[src/hdl/similarity_mask_overlap_score_macros.svh]
// Assertion helpers used by the block's top-level RTL file.
// Both expect signals named clk and arst_n in the scope where they are used.
`ifndef SIMILARITY_MASK_OVERLAP_SCORE_MACROS_SVH
`define SIMILARITY_MASK_OVERLAP_SCORE_MACROS_SVH

// The consequent must hold in the same cycle as the antecedent.
`define SMOS_ASSERT_NOW(label, ante, cons, msg) \
	label: assert property (@(posedge clk) disable iff (!arst_n) (ante) |-> (cons)) \
		else $error(msg);

// The consequent must hold in the cycle after the antecedent.
`define SMOS_ASSERT_NEXT(label, ante, cons, msg) \
	label: assert property (@(posedge clk) disable iff (!arst_n) (ante) |=> (cons)) \
		else $error(msg);

`endif

[src/hdl/smos_pkg.sv]
`default_nettype none
package smos_pkg;

	localparam int CTRL_DEPTH    = 256;
	localparam int MASK_COLS     = 256;
	localparam int MASK_ROWS     = 256;
	localparam int WORDS_PER_ROW = (MASK_COLS + 31) / 32;
	localparam int MASK_DEPTH    = MASK_ROWS * WORDS_PER_ROW;
	localparam int CP_AW         = $clog2(CTRL_DEPTH);
	localparam int MASK_AW       = $clog2(MASK_DEPTH);

	localparam int SLOT_W   = 11;
	localparam int COORD_W  = 16;
	localparam int DIFF_W   = 17;
	localparam int DW       = 34;  // squared source distance, unsigned
	localparam int SW       = 35;  // setup products, signed
	localparam int PW       = 52;  // per-point products, signed
	localparam int DAW      = 50;  // destination offset times distance, signed
	localparam int XW       = 53;  // mapped coordinate times distance, signed
	localparam int CELL_W   = 8;   // mask row or column index
	localparam int DIV_STEPS = CELL_W;
	localparam int FRAC_SH  = 4;   // Q12.4 to whole cells
	localparam int LIM_SH   = FRAC_SH + CELL_W;
	localparam int HIT_W    = 9;
	localparam int CFG_W    = 17;
	localparam int TCW      = 26;  // threshold times count

	localparam int IN_TDATA_W  = 176;
	localparam int OUT_TDATA_W = 16;

	localparam logic [1:0] CMD_LOAD_POINT = 2'd0;
	localparam logic [1:0] CMD_LOAD_MASK  = 2'd1;
	localparam logic [1:0] CMD_SCORE      = 2'd2;

	localparam logic [1:0] REG_COUNT     = 2'd0;
	localparam logic [1:0] REG_WIDTH     = 2'd1;
	localparam logic [1:0] REG_HEIGHT    = 2'd2;
	localparam logic [1:0] REG_THRESHOLD = 2'd3;

	typedef struct packed {
		logic wr_point;
		logic wr_mask;
		logic capture;
		logic setup_a;
		logic setup_b;
		logic issue;
		logic publish;
	} smos_ctl_t;

	typedef struct packed {
		logic degen;
		logic count_zero;
		logic issue_last;
		logic pipe_empty;
		logic out_free;
	} smos_sts_t;

endpackage
`default_nettype wire

[src/hdl/smos_ctrl.sv]
`default_nettype none
module smos_ctrl import smos_pkg::*; (
	input  wire logic       clk,
	input  wire logic       arst_n,
	input  wire logic       s_tvalid,
	input  wire logic [1:0] command,
	output logic            s_tready,
	output smos_ctl_t       ctl,
	input  wire smos_sts_t  sts
);

	typedef enum logic [5:0] {
		ST_IDLE    = 6'b000001,
		ST_SETUP_A = 6'b000010,
		ST_SETUP_B = 6'b000100,
		ST_RUN     = 6'b001000,
		ST_DRAIN   = 6'b010000,
		ST_DONE    = 6'b100000
	} state_t;

	state_t state_q, state_d;

	always_ff @(posedge clk or negedge arst_n) begin
		if (!arst_n) begin
			state_q <= ST_IDLE;
		end else begin
			state_q <= state_d;
		end
	end

	always_comb begin
		state_d  = state_q;
		ctl      = '0;
		s_tready = 1'b0;
		unique case (state_q)
			ST_IDLE: begin
				s_tready = 1'b1;
				if (s_tvalid) begin
					unique case (command)
						CMD_LOAD_POINT: ctl.wr_point = 1'b1;
						CMD_LOAD_MASK:  ctl.wr_mask = 1'b1;
						CMD_SCORE: begin
							ctl.capture = 1'b1;
							state_d     = ST_SETUP_A;
						end
						default: ;
					endcase
				end
			end
			ST_SETUP_A: begin
				ctl.setup_a = 1'b1;
				state_d     = ST_SETUP_B;
			end
			ST_SETUP_B: begin
				ctl.setup_b = 1'b1;
				state_d     = (sts.degen || sts.count_zero) ? ST_DONE : ST_RUN;
			end
			ST_RUN: begin
				ctl.issue = 1'b1;
				if (sts.issue_last) begin
					state_d = ST_DRAIN;
				end
			end
			ST_DRAIN: begin
				if (sts.pipe_empty) begin
					state_d = ST_DONE;
				end
			end
			ST_DONE: begin
				if (sts.out_free) begin
					ctl.publish = 1'b1;
					state_d     = ST_IDLE;
				end
			end
			default: state_d = ST_IDLE;
		endcase
	end

endmodule
`default_nettype wire

[config.mk]
export PLATFORM = sky130hd
export DESIGN_NAME = smos_ctrl
export DESIGN_NICKNAME = d
export VERILOG_FILES = /design/src/hdl/similarity_mask_overlap_score_macros.svh /design/src/hdl/smos_pkg.sv /design/src/hdl/smos_ctrl.sv
export SDC_FILE = /design/constraint.sdc
export NUM_CORES = 1
export LEC_CHECK = 0
export ABC_AREA = 1
export BUFFER_PORTS_ARGS = -buffer_cell sky130_fd_sc_hd__buf_2
export CORE_AREA = 2 2 39 41
export CTS_CLUSTER_SIZE = 30
export DETAILED_ROUTE_END_ITERATION = 12
export DIE_AREA = 0 0 41 43
export PLACE_DENSITY = 0.62
export SLEW_MARGIN = 10
export SYNTH_ARGS = -nofsm -noshare
export SYNTH_HDL_FRONTEND = slang
export SYNTH_SLANG_ARGS = --single-unit
export TNS_END_PERCENT = 20
[constraint.sdc]
create_clock -name clk -period 1.35 [get_ports clk]
set_input_delay 0.2025 -clock clk [delete_from_list [all_inputs] [get_ports clk]]
set_output_delay 0.2025 -clock clk [all_outputs]
set_load 0.01 [all_outputs]
==> key figures <==
Run status
  • Status: finished, violations left
  • Violations in the final reports: setup timing

Worst setup path
  • Critical Path Fanout Max: 5
  • Critical Path, Cell by Cell: inv_2, nor2_4, nand3_4, nor3_2, buf_2
  • Cell family with the largest share of critical-path delay: flip-flops
  • Data arrival, critical path: around 1.3 ns
  • Type of the worst setup path: flip-flop to primary output
  • Worst endpoint required time: 1.15 ns
  • Cell at the slowest stage of the critical path: sky130_fd_sc_hd__dfstp_2
  • CP endpoint kind: primary output
  • Worst Setup Start Kind: flip-flop
  • Highest cell delay on the worst timing path: 0.53 ns
  • Buf+Inv Stages, Crit Path: 2

Timing
  • Post-route setup TNS: -0.9690 ns
  • Setup repair after global routing missed its margin: yes
  • Slew Limit Headroom: 84.68%
  • Worst Slack Setup Final: -0.1560 ns
  • Min Clock Period, post-route: between 1.5 and 2 ns
  • Final number of setup-violating endpoints: 8
  • Worst hold slack after final layout: approximately 0.2 ns
  • Count of pins over their slew limit: 0
  • Final setup skew: about 0.0022 ns
  • Final-report hold violation count: 0
  • Max Clock Freq: approximately 0.66 GHz
  • Post-route fraction of the period consumed by the critical path: 111.6%
  • Measured slew at the worst slew-check pin: roughly 0.23 ns

Drt
  • DRT Wirelength: about 1100 um
  • Number of DRC markers in iteration 0: 9
  • TritonRoute pass-1 iters: 4
  • Via count of the routed design: 485
  • Wire length per cell: roughly 9.8 um
  • Antenna-violating nets left: 0
  • Routed vias/inst: between 4 and 5
  • Count of unresolved DRC violations after routing: 0

Clocking
  • Clock root buffer: sky130_fd_sc_hd__clkbuf_4
  • Maximum count of clock buffers along a single path: 2
  • Clock slew at reported path FFs: approximately 0.050 ns
  • TritonCTS Buffers: 3
  • Number of H-tree branching levels: 1
  • Number of sinks handled by clock tree synthesis: 6
  • Latest clock arrival within the worst-skew pair: 0.25 ns
  • CTS tree: done

Placement
  • Cell Count Post-Placement: between 90 and 100
  • Detailed-placement wirelength estimate: just under 800 um
  • I/O Buffers: 17
  • Gp weighted congestion: 0.7928

Min path
  • Class of the tightest hold or removal check: input pin to flip-flop

Logic synthesis
  • Post-synth top cells: sky130_fd_sc_hd__inv_1 (14), sky130_fd_sc_hd__nand2_1 (12), sky130_fd_sc_hd__nor2_1 (9)
  • Post-synthesis register bit count: 6
  • Most frequent cell after synthesis: sky130_fd_sc_hd__inv_1
  • Synth cell types: 14
  • Post-synthesis cell count: 62
  • Mapped Nets: between 70 and 80
  • Area share of the largest cell type after synthesis: 29.07%
  • Sequential element share of the synthesized area: a little over a third
  • Share of synthesized flip-flops with an asynchronous set or reset: 100.0%
  • Ys flop type: sky130_fd_sc_hd__dfrtp_1
  • Largest cells by area after synthesis: sky130_fd_sc_hd__dfrtp_1 (29%), sky130_fd_sc_hd__inv_1 (12%), sky130_fd_sc_hd__nand2_1 (10%), sky130_fd_sc_hd__nor2_1 (7.8%), sky130_fd_sc_hd__nor2_4 (7.8%)
  • Count of flip-flops with a built-in enable after synthesis: 0
  • Number of warnings issued by yosys: 0
  • Most area-hungry cell type in the Yosys netlist: sky130_fd_sc_hd__dfrtp_1
  • Syn_area_per_cell: 6.942 um^2
  • Post-synthesis cell area: ~430 um^2

Floorplan
  • Count of pins on the block boundary: 18
  • Die area: approximately 0.0018 mm^2
  • Starting Density: 31.10%
  • Vertical extent of the die: 43 um
  • Die span in x: slightly above 40 um
  • # rows: 14
  • Core outline area: ~0.0014 mm^2

Global routing
  • Antenna violations before repair: 0
  • Global route overflow: 0
  • Wire length of the first global-routing pass: approximately 1600 um
  • Largest net degree at the start of global routing: 8
  • Via count of the first global-routing pass: 431
  • Global Route Usage Sum: between 10 and 15%

Pwr
  • Portion of total power attributed to sequential cells: roughly 27%
  • Cell leakage power: 0.4094 nW
  • Internal Dissipation: 523.4 uW
  • Peak supply drop: approximately 660 uV
  • Share of power burned in combinational logic: roughly half
  • Switching power share of the total: a little under two fifths
  • PD cells: ~1300 mW/mm^2
  • Clock share of power: a little under a quarter
  • Power dissipated by switching net loads: roughly 320 uW

Finish
  • Share of final-layout standard cells stronger than drive strength 1: roughly 46%
  • Number of nets at the end of the flow: between 100 and 150
  • Area used by multi-input combinational logic: ~250 um^2
  • Combined flip-flop and latch cell area: roughly 150 um^2
  • Ant diodes: 0
  • Registers with the most flip-flops: state_q (6)
  • Share of the core filled with cells in the final layout: between 40% and 50%
  • Fillers: ~150
  • Max reg flops: 6
  • Synthesis-to-finish area growth: 52.03%
  • Final std cells w/o fill: between 100 and 150
  • Register with the most flip-flops: state_q

Job
  • Max_cap viols: 0
[power groups by stage]
stage | Sequential (mW) | Combinational, mW | Clock (mW)
final | 0.232 | 0.423 | 0.191
after global routing | 0.233 | 0.470 | 0.209
after CTS | 0.232 | 0.366 | 0.196
after detailed placement | 0.234 | 0.307 | 0
after global placement | 0.232 | 0.301 | 0
after floorplan | 0.243 | 0.199 | 0
[layout by cell type, fill, tap and decap left out]
cell type                       synthesis  routed
sky130_fd_sc_hd__dfstp_2                1       1
sky130_fd_sc_hd__clkbuf_1               0       1
sky130_fd_sc_hd__inv_2                  1       3
sky130_fd_sc_hd__nor2_1                 9       9
sky130_fd_sc_hd__nor3_2                 0       2
sky130_fd_sc_hd__o21ai_1                1       1
sky130_fd_sc_hd__buf_4                  0       8
sky130_fd_sc_hd__nand3_4                0       1
sky130_fd_sc_hd__nand3_2                2       1
sky130_fd_sc_hd__dlygate4sd3_1          0       1
sky130_fd_sc_hd__dfrtp_1                5       5
sky130_fd_sc_hd__clkbuf_4               0       3
sky130_fd_sc_hd__nand4_1                4       4
sky130_fd_sc_hd__buf_2                  0      17
sky130_fd_sc_hd__nor2_2                 2       1
sky130_fd_sc_hd__nand3_1                5       5
sky130_fd_sc_hd__nand2_1               12      12
sky130_fd_sc_hd__inv_1                 14      12
sky130_fd_sc_hd__nand4_2                1       1
sky130_fd_sc_hd__nor2_4                 3       4
[worst paths after layout]
path	slack, ns	from	cells past startpoint	endpoint
hold reg to reg	0.63	state_q[0]$_DFFE_PN1P_	4	state_q[0]$_DFFE_PN1P_
min in group asynchronous	0.31	arst_n	2	state_q[5]$_DFFE_PN0P_
hold / removal	0.20	sts[4]	4	state_q[3]$_DFFE_PN0P_
setup / recovery	-0.16	state_q[0]$_DFFE_PN1P_	5	ctl[5]
setup reg to reg	0.03	state_q[0]$_DFFE_PN1P_	9	state_q[0]$_DFFE_PN1P_
max in group asynchronous	0.82	arst_n	2	state_q[0]$_DFFE_PN1P_
[metrics by stage]
| stage | power, mW | area (um^2) | worst slack, ns |
|---|---|---|---|
| 3_5_place_dp | 0.5402 | 543.0 | 0.06696 |
| 2_1_floorplan | 0.4419 | 430.4 | 0.06309 |
| 5_1_grt | 0.9119 | 654.4 | -0.2115 |
| 4_1_cts | 0.7939 | 599.3 | -0.1672 |
| 3_3_place_gp | 0.5333 | 543.0 | 0.08985 |
| 6_report | 0.8458 | 654.4 | -0.1560 |
[metal layers]
metal  part of all wire [%]  global-route usage [%]  vias up
met3                    4.7                   7.853        0
met4                      0                   4.000        0
li1                       -                       -      257
met2                     51                   21.25        8
met5                      0                       0        -
met1                     44                   16.29      220
[logic make-up (layout without fill, tap and decap cells)]
logic type | count (synthesis) | after routing | share of synthesized area (%)
AO/OA/AOI/OAI | 1 | 1 | 1.162
buffers and inverters | 15 | 45 | 13.08
flip-flops | 6 | 6 | 35.18
AND/OR/NAND/NOR | 40 | 40 | 50.58
[tightest hold or removal path, stage by stage]
cell and delay (ns):
sky130_fd_sc_hd__buf_2 0.08, sky130_fd_sc_hd__nor2_1 0.04, sky130_fd_sc_hd__nand2_1 0.05, sky130_fd_sc_hd__nand2_1 0.04
[cell type report]
cell class	instances	share of cell area (%)
timing repair buffer	26	23.71
sequential	6	23.14
clock buffer	4	4.015
tap	16	3.059
multi-input combinational	41	37.48
inverter	15	8.604
[timing repair]
action / in CTS / in global routing
hold endpoints to repair: 6 / 0
setup buffers: 2 / 5
resized for setup: 1 / 5
hold buffers: 1 / 0
setup endpoints to repair: 8 / 9
pin swaps: 0 / 5
No activity file was read; power rests on OpenSTA's default activity.
